===== src/rtl/usm_pkg.sv =====
// Shared types and constants for the unique set with maximum tracking.
// Used by usm_ctrl, usm_dp and unique_set_with_max_core; no dependencies.
`default_nettype none

package usm_pkg;

    // Table depth and derived widths
    localparam int CAPACITY = 16;
    localparam int IDX_W    = (CAPACITY > 1) ? $clog2(CAPACITY) : 1;
    localparam int CNT_W    = $clog2(CAPACITY + 1);
    localparam int DATA_W   = 32;

    // Widths of the result beat fields
    localparam int STATUS_W = 2;
    localparam int POS_W    = 4;
    localparam int COUNT_W  = 5;

    // Command codes
    localparam logic CMD_INSERT = 1'b0;
    localparam logic CMD_ERASE  = 1'b1;

    // Status codes
    localparam logic [STATUS_W-1:0] ST_DONE   = 2'd0;
    localparam logic [STATUS_W-1:0] ST_REJECT = 2'd1;
    localparam logic [STATUS_W-1:0] ST_FULL   = 2'd2;

    // Controller to datapath commands
    typedef struct packed {
        logic start;       // capture the input beat and clear the sweep
        logic scan;        // walk the table looking for a match
        logic shift_init;  // point the sweep just past the matched slot
        logic shift;       // move later entries down by one slot
        logic commit;      // update count, maximum and result
        logic load_out;    // copy the result into the output register
    } t_dp_cmd;

    // Datapath to controller status
    typedef struct packed {
        logic sweep_done;  // pointer reached the fill count and pipe is empty
        logic need_shift;  // erase hit a slot that has entries above it
    } t_dp_stat;

endpackage

`default_nettype wire


===== src/rtl/usm_dp.sv =====
// Datapath: slot memory, sweep pointer, match and maximum tracking, result
// and output registers. Depends on usm_pkg; driven by usm_ctrl commands.
`default_nettype none

module usm_dp (
    input  wire                          i_clk,
    input  wire                          i_rst_n,
    input  usm_pkg::t_dp_cmd             i_cmd,
    output usm_pkg::t_dp_stat            o_stat,
    input  wire                          i_command,
    input  wire signed [31:0]            i_value,
    output logic [usm_pkg::STATUS_W-1:0] o_out_status,
    output logic [usm_pkg::POS_W-1:0]    o_out_position,
    output logic [usm_pkg::COUNT_W-1:0]  o_out_element_count,
    output logic                         o_out_max_valid,
    output logic signed [31:0]           o_out_max_value
);
    import usm_pkg::*;

    // Slot memory
    logic [DATA_W-1:0] mem [CAPACITY];

    // Beat being worked on
    logic                     r_cmd;
    logic signed [DATA_W-1:0] r_value;

    // Persistent set state
    logic [CNT_W-1:0]         r_fill;
    logic signed [DATA_W-1:0] r_largest;
    logic                     r_largest_vld;

    // Sweep pipeline
    logic [CNT_W-1:0]         r_ptr;
    logic                     r_dv;
    logic [IDX_W-1:0]         r_dv_idx;
    logic signed [DATA_W-1:0] r_rd_data;

    // Scan results
    logic                     r_hit;
    logic [IDX_W-1:0]         r_hit_idx;
    logic signed [DATA_W-1:0] r_omax;
    logic                     r_omax_vld;

    // Result of the committed command
    logic [STATUS_W-1:0]      r_res_status;
    logic [IDX_W-1:0]         r_res_pos;

    // Output register
    logic [STATUS_W-1:0]      r_out_status;
    logic [POS_W-1:0]         r_out_pos;
    logic [COUNT_W-1:0]       r_out_count;
    logic                     r_out_max_vld;
    logic signed [DATA_W-1:0] r_out_max;

    logic                     rd_en;
    logic                     wr_en;
    logic [IDX_W-1:0]         wr_addr;
    logic [DATA_W-1:0]        wr_data;
    logic                     can_insert;

    // Issue a read while the pointer is below the fill count
    assign rd_en = (i_cmd.scan || i_cmd.shift) && (r_ptr < r_fill);

    assign can_insert = (r_cmd == CMD_INSERT) && !r_hit && (r_fill < CNT_W'(CAPACITY));

    // Select the write: shift moves data down, commit appends on insert
    always_comb begin
        wr_en   = 1'b0;
        wr_addr = r_fill[IDX_W-1:0];
        wr_data = r_value;
        if (i_cmd.shift && r_dv) begin
            wr_en   = 1'b1;
            wr_addr = r_dv_idx - IDX_W'(1);
            wr_data = r_rd_data;
        end else if (i_cmd.commit && can_insert) begin
            wr_en   = 1'b1;
            wr_addr = r_fill[IDX_W-1:0];
            wr_data = r_value;
        end
    end

    // Memory write and registered read
    always_ff @(posedge i_clk) begin
        if (wr_en) begin
            mem[wr_addr] <= wr_data;
        end
        if (rd_en) begin
            r_rd_data <= mem[r_ptr[IDX_W-1:0]];
        end
    end

    // Sweep pointer, match and running maximum of non-matching entries
    always_ff @(posedge i_clk) begin
        if (i_cmd.start) begin
            r_cmd      <= i_command;
            r_value    <= i_value;
            r_ptr      <= '0;
            r_dv       <= 1'b0;
            r_hit      <= 1'b0;
            r_hit_idx  <= '0;
            r_omax_vld <= 1'b0;
        end else if (i_cmd.shift_init) begin
            r_ptr <= CNT_W'(r_hit_idx) + CNT_W'(1);
            r_dv  <= 1'b0;
        end else if (i_cmd.scan || i_cmd.shift) begin
            r_dv     <= rd_en;
            r_dv_idx <= r_ptr[IDX_W-1:0];
            if (rd_en) begin
                r_ptr <= r_ptr + CNT_W'(1);
            end
            if (i_cmd.scan && r_dv) begin
                if (r_rd_data == r_value) begin
                    r_hit     <= 1'b1;
                    r_hit_idx <= r_dv_idx;
                end else if (!r_omax_vld || (r_rd_data > r_omax)) begin
                    r_omax     <= r_rd_data;
                    r_omax_vld <= 1'b1;
                end
            end
        end
    end

    // Commit the command to the set state
    always_ff @(posedge i_clk) begin
        if (!i_rst_n) begin
            r_fill        <= '0;
            r_largest     <= '0;
            r_largest_vld <= 1'b0;
        end else if (i_cmd.commit) begin
            r_res_status <= ST_REJECT;
            r_res_pos    <= '0;
            if (r_cmd == CMD_INSERT) begin
                if (r_hit) begin
                    r_res_status <= ST_REJECT;
                end else if (!can_insert) begin
                    r_res_status <= ST_FULL;
                end else begin
                    r_res_status <= ST_DONE;
                    r_res_pos    <= r_fill[IDX_W-1:0];
                    r_fill       <= r_fill + CNT_W'(1);
                    if (!r_largest_vld || (r_value > r_largest)) begin
                        r_largest     <= r_value;
                        r_largest_vld <= 1'b1;
                    end
                end
            end else if (r_hit) begin
                r_res_status <= ST_DONE;
                r_res_pos    <= r_hit_idx;
                r_fill       <= r_fill - CNT_W'(1);
                if (r_fill == CNT_W'(1)) begin
                    r_largest     <= '0;
                    r_largest_vld <= 1'b0;
                end else if (r_largest_vld && (r_value == r_largest)) begin
                    r_largest     <= r_omax;
                    r_largest_vld <= 1'b1;
                end
            end
        end
    end

    // Load the output beat
    always_ff @(posedge i_clk) begin
        if (i_cmd.load_out) begin
            r_out_status  <= r_res_status;
            r_out_pos     <= POS_W'(r_res_pos);
            r_out_count   <= COUNT_W'(r_fill);
            r_out_max_vld <= r_largest_vld;
            r_out_max     <= r_largest_vld ? r_largest : '0;
        end
    end

    assign o_stat.sweep_done = (r_ptr == r_fill) && !r_dv;
    assign o_stat.need_shift = (r_cmd == CMD_ERASE) && r_hit &&
                               ((CNT_W'(r_hit_idx) + CNT_W'(1)) < r_fill);

    assign o_out_status        = r_out_status;
    assign o_out_position      = r_out_pos;
    assign o_out_element_count = r_out_count;
    assign o_out_max_valid     = r_out_max_vld;
    assign o_out_max_value     = r_out_max;

endmodule

`default_nettype wire


===== src/rtl/usm_ctrl.sv =====
// Controller: sequences accept, scan, shift, commit and output hand-off.
// Depends on usm_pkg; drives usm_dp through t_dp_cmd.
`default_nettype none

module usm_ctrl (
    input  wire                i_clk,
    input  wire                i_rst_n,
    input  wire                i_in_valid,
    output logic               o_in_stall,
    output logic               o_out_valid,
    input  wire                i_out_stall,
    output usm_pkg::t_dp_cmd   o_cmd,
    input  usm_pkg::t_dp_stat  i_stat
);
    import usm_pkg::*;

    typedef enum logic [2:0] {
        S_IDLE,
        S_SCAN,
        S_SHIFT,
        S_COMMIT,
        S_RESULT
    } t_state;

    t_state r_state;
    t_state n_state;
    logic   r_out_valid;
    logic   n_out_valid;
    logic   out_free;

    // Output register can take a new beat when empty or being drained
    assign out_free = !r_out_valid || !i_out_stall;

    // Next state and commands
    always_comb begin
        n_state     = r_state;
        n_out_valid = r_out_valid && i_out_stall;
        o_cmd       = '0;
        unique case (r_state)
            S_IDLE: begin
                if (i_in_valid) begin
                    o_cmd.start = 1'b1;
                    n_state     = S_SCAN;
                end
            end
            S_SCAN: begin
                o_cmd.scan = 1'b1;
                if (i_stat.sweep_done) begin
                    if (i_stat.need_shift) begin
                        o_cmd.shift_init = 1'b1;
                        n_state          = S_SHIFT;
                    end else begin
                        n_state = S_COMMIT;
                    end
                end
            end
            S_SHIFT: begin
                o_cmd.shift = 1'b1;
                if (i_stat.sweep_done) begin
                    n_state = S_COMMIT;
                end
            end
            S_COMMIT: begin
                o_cmd.commit = 1'b1;
                n_state      = S_RESULT;
            end
            S_RESULT: begin
                if (out_free) begin
                    o_cmd.load_out = 1'b1;
                    n_out_valid    = 1'b1;
                    n_state        = S_IDLE;
                end
            end
            default: begin
                n_state = S_IDLE;
            end
        endcase
    end

    // Hold state and the output valid flag
    always_ff @(posedge i_clk) begin
        if (!i_rst_n) begin
            r_state     <= S_IDLE;
            r_out_valid <= 1'b0;
        end else begin
            r_state     <= n_state;
            r_out_valid <= n_out_valid;
        end
    end

    assign o_in_stall  = (r_state != S_IDLE);
    assign o_out_valid = r_out_valid;

endmodule

`default_nettype wire


===== src/rtl/unique_set_with_max_core.sv =====
// Unique set with maximum tracking: up to CAPACITY distinct signed values.
// Each beat is handled in turn: the single read port of the slot memory walks
// one entry per cycle for the match scan and again for the erase shift-down,
// then the result is committed and loaded into the output register.
// A new beat is taken only after the last result is loaded; it is taken while that result waits.
// Reset: synchronous active-low; clears count and maximum, slots are not cleared.
`default_nettype none

module unique_set_with_max_core (
    input  wire                          i_clk,
    input  wire                          i_rst_n,
    input  wire                          i_in_valid,
    output logic                         o_in_stall,
    input  wire                          i_command,
    input  wire signed [31:0]            i_value,
    output logic                         o_out_valid,
    input  wire                          i_out_stall,
    output logic [usm_pkg::STATUS_W-1:0] o_out_status,
    output logic [usm_pkg::POS_W-1:0]    o_out_position,
    output logic [usm_pkg::COUNT_W-1:0]  o_out_element_count,
    output logic                         o_out_max_valid,
    output logic signed [31:0]           o_out_max_value
);
    import usm_pkg::*;

    t_dp_cmd  dp_cmd;
    t_dp_stat dp_stat;

    usm_ctrl u_ctrl (
        .i_clk       (i_clk),
        .i_rst_n     (i_rst_n),
        .i_in_valid  (i_in_valid),
        .o_in_stall  (o_in_stall),
        .o_out_valid (o_out_valid),
        .i_out_stall (i_out_stall),
        .o_cmd       (dp_cmd),
        .i_stat      (dp_stat)
    );

    usm_dp u_dp (
        .i_clk               (i_clk),
        .i_rst_n             (i_rst_n),
        .i_cmd               (dp_cmd),
        .o_stat              (dp_stat),
        .i_command           (i_command),
        .i_value             (i_value),
        .o_out_status        (o_out_status),
        .o_out_position      (o_out_position),
        .o_out_element_count (o_out_element_count),
        .o_out_max_valid     (o_out_max_valid),
        .o_out_max_value     (o_out_max_value)
    );

`ifndef SYNTH
    // A taken beat keeps the block busy on the next cycle
    a_busy_after_accept: assert property (@(posedge i_clk) disable iff (!i_rst_n)
        (i_in_valid && !o_in_stall) |=> o_in_stall)
        else $error("block not busy after accepting a beat");

    // Maximum is valid exactly when the set holds elements
    a_max_matches_count: assert property (@(posedge i_clk) disable iff (!i_rst_n)
        o_out_valid |-> (o_out_max_valid == (o_out_element_count != '0)))
        else $error("max_valid disagrees with element count");

    // Full status only with a full table
    a_full_at_capacity: assert property (@(posedge i_clk) disable iff (!i_rst_n)
        (o_out_valid && (o_out_status == ST_FULL)) |->
            (o_out_element_count == COUNT_W'(CAPACITY)))
        else $error("full status with room left");

    // Rejected or full commands report position zero
    a_pos_zero_on_fail: assert property (@(posedge i_clk) disable iff (!i_rst_n)
        (o_out_valid && (o_out_status != ST_DONE)) |-> (o_out_position == '0))
        else $error("nonzero position on a failed command");
`endif

endmodule

`default_nettype wire

===== config.mk =====
export PLATFORM = sky130hd
export DESIGN_NAME = unique_set_with_max_core
export DESIGN_NICKNAME = d
export VERILOG_FILES = /design/src/rtl/usm_pkg.sv /design/src/rtl/usm_dp.sv /design/src/rtl/usm_ctrl.sv /design/src/rtl/unique_set_with_max_core.sv
export SDC_FILE = /design/constraint.sdc
export NUM_CORES = 1
export LEC_CHECK = 0
export BUFFER_PORTS_ARGS = -buffer_cell sky130_fd_sc_hd__buf_2
export CAP_MARGIN = 20
export CORE_MARGIN = 3
export CORE_UTILIZATION = 25
export CTS_BUF_LIST = sky130_fd_sc_hd__clkbuf_8 sky130_fd_sc_hd__clkbuf_16
export CTS_CLUSTER_SIZE = 20
export DETAILED_ROUTE_END_ITERATION = 8
export PLACE_DENSITY = 0.45
export SYNTH_ARGS = -nofsm -noshare
export SYNTH_HDL_FRONTEND = slang
export SYNTH_SLANG_ARGS = --single-unit

===== constraint.sdc =====
create_clock -name i_clk -period 10.55 [get_ports i_clk]
set_input_delay 2.11 -clock i_clk [delete_from_list [all_inputs] [get_ports i_clk]]
set_output_delay 2.11 -clock i_clk [all_outputs]
set_load 0.01 [all_outputs]

==> reports/results.ini, run 1 <==
[floorplan]
die_y_um=349.8
boundaryPins=83
floorplan.initialDensity_pct=25.32
die-area_um2=122400
die_x_um=349.8
core_area_um2=116700
rows=125

[clock_network]
cts_buffers=80
cts_hold_buffers=0
cts_resized=0
clockBufferDepth=3
cts_sinks=717
clk-insertion-delay-late_ns=0.63
cts_tree=done
postCtsSetupBuffers=0
cts_root_buffer=clkbuf_16
cts_max_level=3
clk_pin_slew_worst_paths_ns=0.06

[worst_hold_path]
min-delay-start=u_dp.r_res_status[1]$_SDFFCE_PP0P_
worstHoldPathCells=0
holdPathEnd=u_dp.o_out_status[1]$_DFFE_PP_
min_path_type=register to register

[synthesis]
syn_inst=1630
syn_area_per_cell_um2=18.13
synth.distinct_cells=60
synth_seq_area_share_pct=71.04
async_flop_share_pct=0
ys_ff_latch=717
synthesis.area_um2=29550
synth_edf_count=663
ys.flop_type=edfxtp_1
syn_nets=1748
yosys_warnings=0

[critical_path]
r2r_cells=7
critical-path-max-stage-delay_ns=0.94
cp-end-kind=register
crit_required_ns=10.78
reg2reg_to=u_dp.mem[4][20]$_DFFE_PP_
path_buf_inv=2
regToRegSetupSlack_ns=6.32
cp_slowest_cell=a32oi_1
cp-start-kind=register
crit_fanout=45
crit_family=buffers and inverters
rr_startpoint=u_dp.r_cmd$_DFFE_PP_
worstPathArrival_ns=4.46
path_cells=buf_4 -> clkinv_1 -> ha_1 -> nand2_1 -> nor2_1 -> a32oi_1 -> nor2_4
critPathKind=register to register

[final_layout]
drive_above_1_share_pct=24.89
syn2layout_area_growth_pct=17.40
final_cell_mix=663 x edfxtp_1, 160 x mux4_2, 94 x inv_1
fillers=11470
stdcell_count=3336
nets=1867
seq_area_um2=21000
antennaDiodeCount=0
final_common_cell=edfxtp_1
fin_util_pct=29.73
multi_input_area_um2=8053

[power_and_ir_drop]
vdd_drop_max_uv=96.47
leakagePower_nw=11.09
p_per_area_nw_per_um2=190.8

[global_routing]
antenna_found_initial=3
grt_max_degree=98
grtUsageTotal_pct=11.38
grt_pass1_wl_um=102500
grt_overflow=0
use_met3_pct=2.135
grt_pass1_vias=15170
met1_usage_pct=16.86
grt_busiest_layer=met1
use_met2_pct=16.75

[sta]
setup_viol=0
worst_slew_pin_slew_ns=1.215
fin_crit_ns=4.230
fin_crit_sh_pct=40.10
rsz0062_at_grt=false
tns_ns=0
slew_headroom_pct=18.99
final-hold-violation-count=0
skew_ns=0.02378
slew_violations=0
max_freq_mhz=236.4

[detailed_routing]
drt-pass1-iter-count=5
routed_via_density=4.417
wl_um=69970
route.detailed.wl_per_inst_um=20.98
antenna_left=0
drt_iter0_markers=1019
drc=0
vias=14730

[place]
dpl.cell_count=3183
io_buffers=82
place_congestion=0.7956
dp_hpwl_um=47520

[run_status]
status=finished, final reports clean

[job]
drv_cap=0

[stage by stage]
step	hold slack, ns	area (um^2)	worst slack [ns]	power [mW]
after global routing	0.4324	34690	5.990	6.896
after floorplan	0.4003	29550	5.865	3.683
after detailed placement	0.4185	31910	6.157	3.907
final	0.4236	34690	6.320	6.619
after global placement	0.4376	31810	6.332	3.890
after CTS	0.4311	34560	6.283	6.724
[logic make-up (layout without fill, tap and decap cells)]
logic type      count (synthesis)  in the layout  synth area share [%]
compound gates                129            129                 2.863
fa+ha+maj                      81             81                 3.430
buf+inv                       156            338                 2.244
simple gates                  272            272                 4.391
mux                           230            230                 14.70
xor+xnor                       45             45                 1.334
flops                         717            717                 71.04
[worst reg2reg max path, cell delays in order (launching register included)]
cell and delay (ns):
edfxtp_1 0.33, buf_4 0.39, clkinv_1 0.87, ha_1 0.53
nand2_1 0.17, nor2_1 0.15, a32oi_1 0.94, nor2_4 0.45
[area by class of cell]
| type | instances | area share [%] |
|---|---|---|
| clock inverters | 62 | 1.685 |
| repair buffers | 110 | 2.208 |
| inverters | 83 | 0.8982 |
| well taps | 1524 | 5.497 |
| clock buffers | 83 | 5.955 |
| flip-flops and latches | 717 | 60.54 |
| multi-input cells | 757 | 23.22 |
[flip-flops by register name, indices dropped and copies added (netlist names), 32 cells and up]
register and flops:
u_dp.r_largest 32, u_dp.r_rd_data 32, u_dp.r_omax 32, u_dp.mem 512, u_dp.r_value 32, u_dp.o_out_max_value 32
[how the worst max path moves through the flow]
stage / from / cells past startpoint / to / slack (ns)
final: u_dp.r_cmd$_DFFE_PP_ / 7 / u_dp.mem[4][20]$_DFFE_PP_ / 6.32
after global routing: u_dp.r_cmd$_DFFE_PP_ / 7 / u_dp.mem[4][11]$_DFFE_PP_ / 5.99
after CTS: u_dp.r_cmd$_DFFE_PP_ / 7 / u_dp.mem[0][6]$_DFFE_PP_ / 6.28
after detailed placement: i_rst_n / 3 / u_dp.r_res_status[0]$_DFFE_PP_ / 6.16
after global placement: i_rst_n / 3 / u_dp.r_res_pos[0]$_DFFE_PP_ / 6.33
after floorplan: i_out_stall / 1 / u_dp.o_out_element_count[0]$_DFFE_PP_ / 5.87
[where the power goes]
part	total [mW]	switching [mW]	internal [mW]
Sequential	3.30	0.0734	3.23
Combinational	0.537	0.334	0.203
Clock	2.78	1.13	1.65
[metal layers]
metal / wire [um] / vias up
met5: 0 / -
met4: 1648 / 0
met3: 3821 / 103
met2: 30430 / 337
met1: 34070 / 7615
li1: - / 6679
[cell usage after synthesis (4+ instances only)]
cell type	number	area share [%]
a21o_1	21	0.53
o21a_1	4	0.10
a21oi_1	59	1.0
mux4_2	160	12
nand2b_1	5	0.11
nor2_1	110	1.4
nor3_1	7	0.12
a32o_1	4	0.14
nor4_1	11	0.23
clkbuf_1	46	0.58
nand3_1	9	0.15
inv_1	81	1.0
buf_1	13	0.17
xnor2_1	10	0.30
ha_1	81	3.4
nand4_1	19	0.40
edfxtp_1	663	67
xor2_1	35	1.0
or3_1	34	0.72
nor2b_1	7	0.15
mux2i_1	39	1.3
mux2_2	31	1.2
o21ai_0	12	0.20
dfxtp_1	54	3.7
a211oi_1	9	0.23
buf_2	9	0.15
nand2_1	52	0.66
Power figures use the tool's default switching activity.
==> run 2: changes to the inputs <==
clock period = 4.4 ns   (was 10.55 ns; I/O delays follow)
==> run 2 against run 1 <==
  * Power is 140% higher
  * Via count rose by 1.4%
  * Setup slack got worse by 5.2 ns
  * Die area unchanged
  * Worst hold slack better by 0.0040 ns
  * Core utilization about the same
  * Final cell count barely moved
  * Sequential cell count did not move
  * Critical endpoint is now u_dp.r_largest[16]$_SDFFE_PN0P_
  * Maximum frequency grew 29%
  * Non-clock buffer count up 10
  * First-iteration DRC count is 8.0% higher
  * Routed wire length increased by 7.5%
==> reports/results.ini, run 2 (synthesis gave the netlist of run 1 again) <==
[critical_path]
crit_required_ns=4.95  ; -5.83 ns
crit_fanout=18  ; -60%
cp-start-kind=register
critPathKind=register to register
worstPathArrival_ns=3.83  ; -0.63 ns
cp-end-kind=register

[floorplan]
rows=125  ; unchanged
boundaryPins=83  ; unchanged
die_y_um=349.8  ; unchanged
die_x_um=349.8  ; unchanged
core_area_um2=116700  ; unchanged
floorplan.initialDensity_pct=25.32  ; unchanged
die-area_um2=122400  ; unchanged

[clock_network]
cts_max_level=3  ; unchanged
cts_tree=done
clk-insertion-delay-late_ns=0.63  ; about the same
cts_buffers=76  ; -5.0%
cts_sinks=717  ; unchanged
cts_resized=0  ; unchanged
clockBufferDepth=3  ; unchanged
postCtsSetupBuffers=0  ; unchanged
cts_root_buffer=clkbuf_16
cts_hold_buffers=0  ; unchanged
clk_pin_slew_worst_paths_ns=0.06  ; about the same

[final_layout]
fin_util_pct=29.74  ; about the same
largest_register_ffs=512  ; unchanged
drive_above_1_share_pct=25.41  ; +0.52 points
fillers=11450  ; -0.19%
final_cell_mix=663 x edfxtp_1, 160 x mux4_2, 93 x nor2_1
largest_register=u_dp.mem
seq_area_um2=21000  ; unchanged
final_common_cell=edfxtp_1
multi_input_area_um2=8053  ; unchanged
nets=1873  ; +0.32%
syn2layout_area_growth_pct=17.43  ; about the same

[power_and_ir_drop]
vdd_drop_max_uv=239.8  ; +150%
p_per_area_nw_per_um2=453.9  ; +140%
leakagePower_nw=11.09  ; about the same

[global_routing]
antenna_found_initial=5  ; +2
grt_max_degree=133  ; +36%
grt_overflow=0  ; unchanged
grtUsageTotal_pct=12.33  ; +0.95 points
grt_pass1_wl_um=110000  ; +7.3%
grt_pass1_vias=15640  ; +3.1%

[sta]
fin_crit_ns=3.285  ; -0.9456 ns
slew_violations=0  ; unchanged
worst_slew_pin_slew_ns=1.110  ; -0.1054 ns
setup_viol=0  ; unchanged
fin_crit_sh_pct=74.65  ; +35 points
slew_headroom_pct=25.67  ; +6.7 points
hold_slack_ns=0.4276  ; +0.003967 ns
max_freq_mhz=304.4  ; +29%
skew_ns=0.01978  ; -0.004007 ns
rsz0062_at_grt=false
tns_ns=0  ; unchanged
final-hold-violation-count=0  ; unchanged
setup_ws_ns=1.115  ; -5.204 ns

[place]
dp_hpwl_um=46210  ; -2.8%
io_buffers=82  ; unchanged
place_congestion=0.8137  ; +2.3%
pre_cts_slack_ns=1.118  ; -5.038 ns

[detailed_routing]
routed_via_density=4.476  ; +1.3%
route.detailed.wl_per_inst_um=22.52  ; +7.4%
antenna_left=0  ; unchanged
drt-pass1-iter-count=5  ; unchanged
vias=14940  ; +1.4%
drc=0  ; unchanged
wl_um=75200  ; +7.5%
drt_iter0_markers=1101  ; +8.0%

[job]
drv_cap=0  ; unchanged

[worst_hold_path]
min_path_type=input pin to register

[run_status]
status=finished, final reports clean

==> run 2: changes by cell type in the layout (fill, tap and decap cells not counted), moves of 3 or more <==
cell	delta
buf_12	-3
inv_6	+5
inv_1	-6
clkinv_2	-4
clkinv_8	+3
buf_4	+12
clkbuf_16	-6
==> run 2: final timing paths <==
check                                           to  cells past startpoint                   startpoint  slack [ns]
hold reg to reg   u_dp.o_out_position[2]$_DFFE_PP_                      0  u_dp.r_res_pos[2]$_DFFE_PP_        0.43
hold / removal          u_dp.r_value[24]$_DFFE_PP_                      1                  i_value[24]        0.43
setup / recovery   u_dp.r_largest[16]$_SDFFE_PN0P_                      9   u_dp.r_value[13]$_DFFE_PP_        1.12
setup reg to reg   u_dp.r_largest[16]$_SDFFE_PN0P_                      9   u_dp.r_value[13]$_DFFE_PP_        1.12
==> run 2: stage by stage <==
step / std cells / power (mW) / cell area [um^2]
3_3_place_gp: 3198 / 9.308 / 32030
5_1_grt: 3338 / 16.36 / 34700
2_1_floorplan: 1630 / 8.831 / 29550
3_5_place_dp: 3200 / 9.331 / 32080
4_1_cts: 3337 / 15.97 / 34670
6_report: 3339 / 15.75 / 34700
==> run 2: metal layers <==
| metal | track usage, % | part of all wire [%] |
|---|---|---|
| met2 | 21.01 | 50 |
| met1 | 16.19 | 44 |
| met5 | 0 | 0 |
| met4 | 3.738 | 2.2 |
| met3 | 1.907 | 4.2 |
==> run 2: worst max-delay path: stages, from the launching register on <==
cell and delay (ns):
edfxtp_1 0.45, ha_1 0.33, nand4_1 0.18, or4_1 0.55
or3_1 0.34, nor2_1 0.11, o221a_1 0.18, a31o_2 0.58
buf_16 0.24, mux2i_1 0.21
==> run 2: area by class of cell <==
| class | count | share of cell area [%] |
|---|---|---|
| clock buffers | 79 | 5.600 |
| clock inverters | 58 | 1.861 |
| well taps | 1524 | 5.495 |
| diodes | 1 | 0.007212 |
| repair buffers | 120 | 2.409 |
| multi-input cells | 757 | 23.21 |
| flip-flops and latches | 717 | 60.52 |
| inverters | 83 | 0.8979 |
==> run 2: power by group <==
part           switching (mW)  total (mW)  leakage, nW  internal [mW]
Clock                    2.75        6.59         1.27           3.84
Sequential              0.131        7.86         6.48           7.73
Combinational           0.794        1.29         3.34          0.500
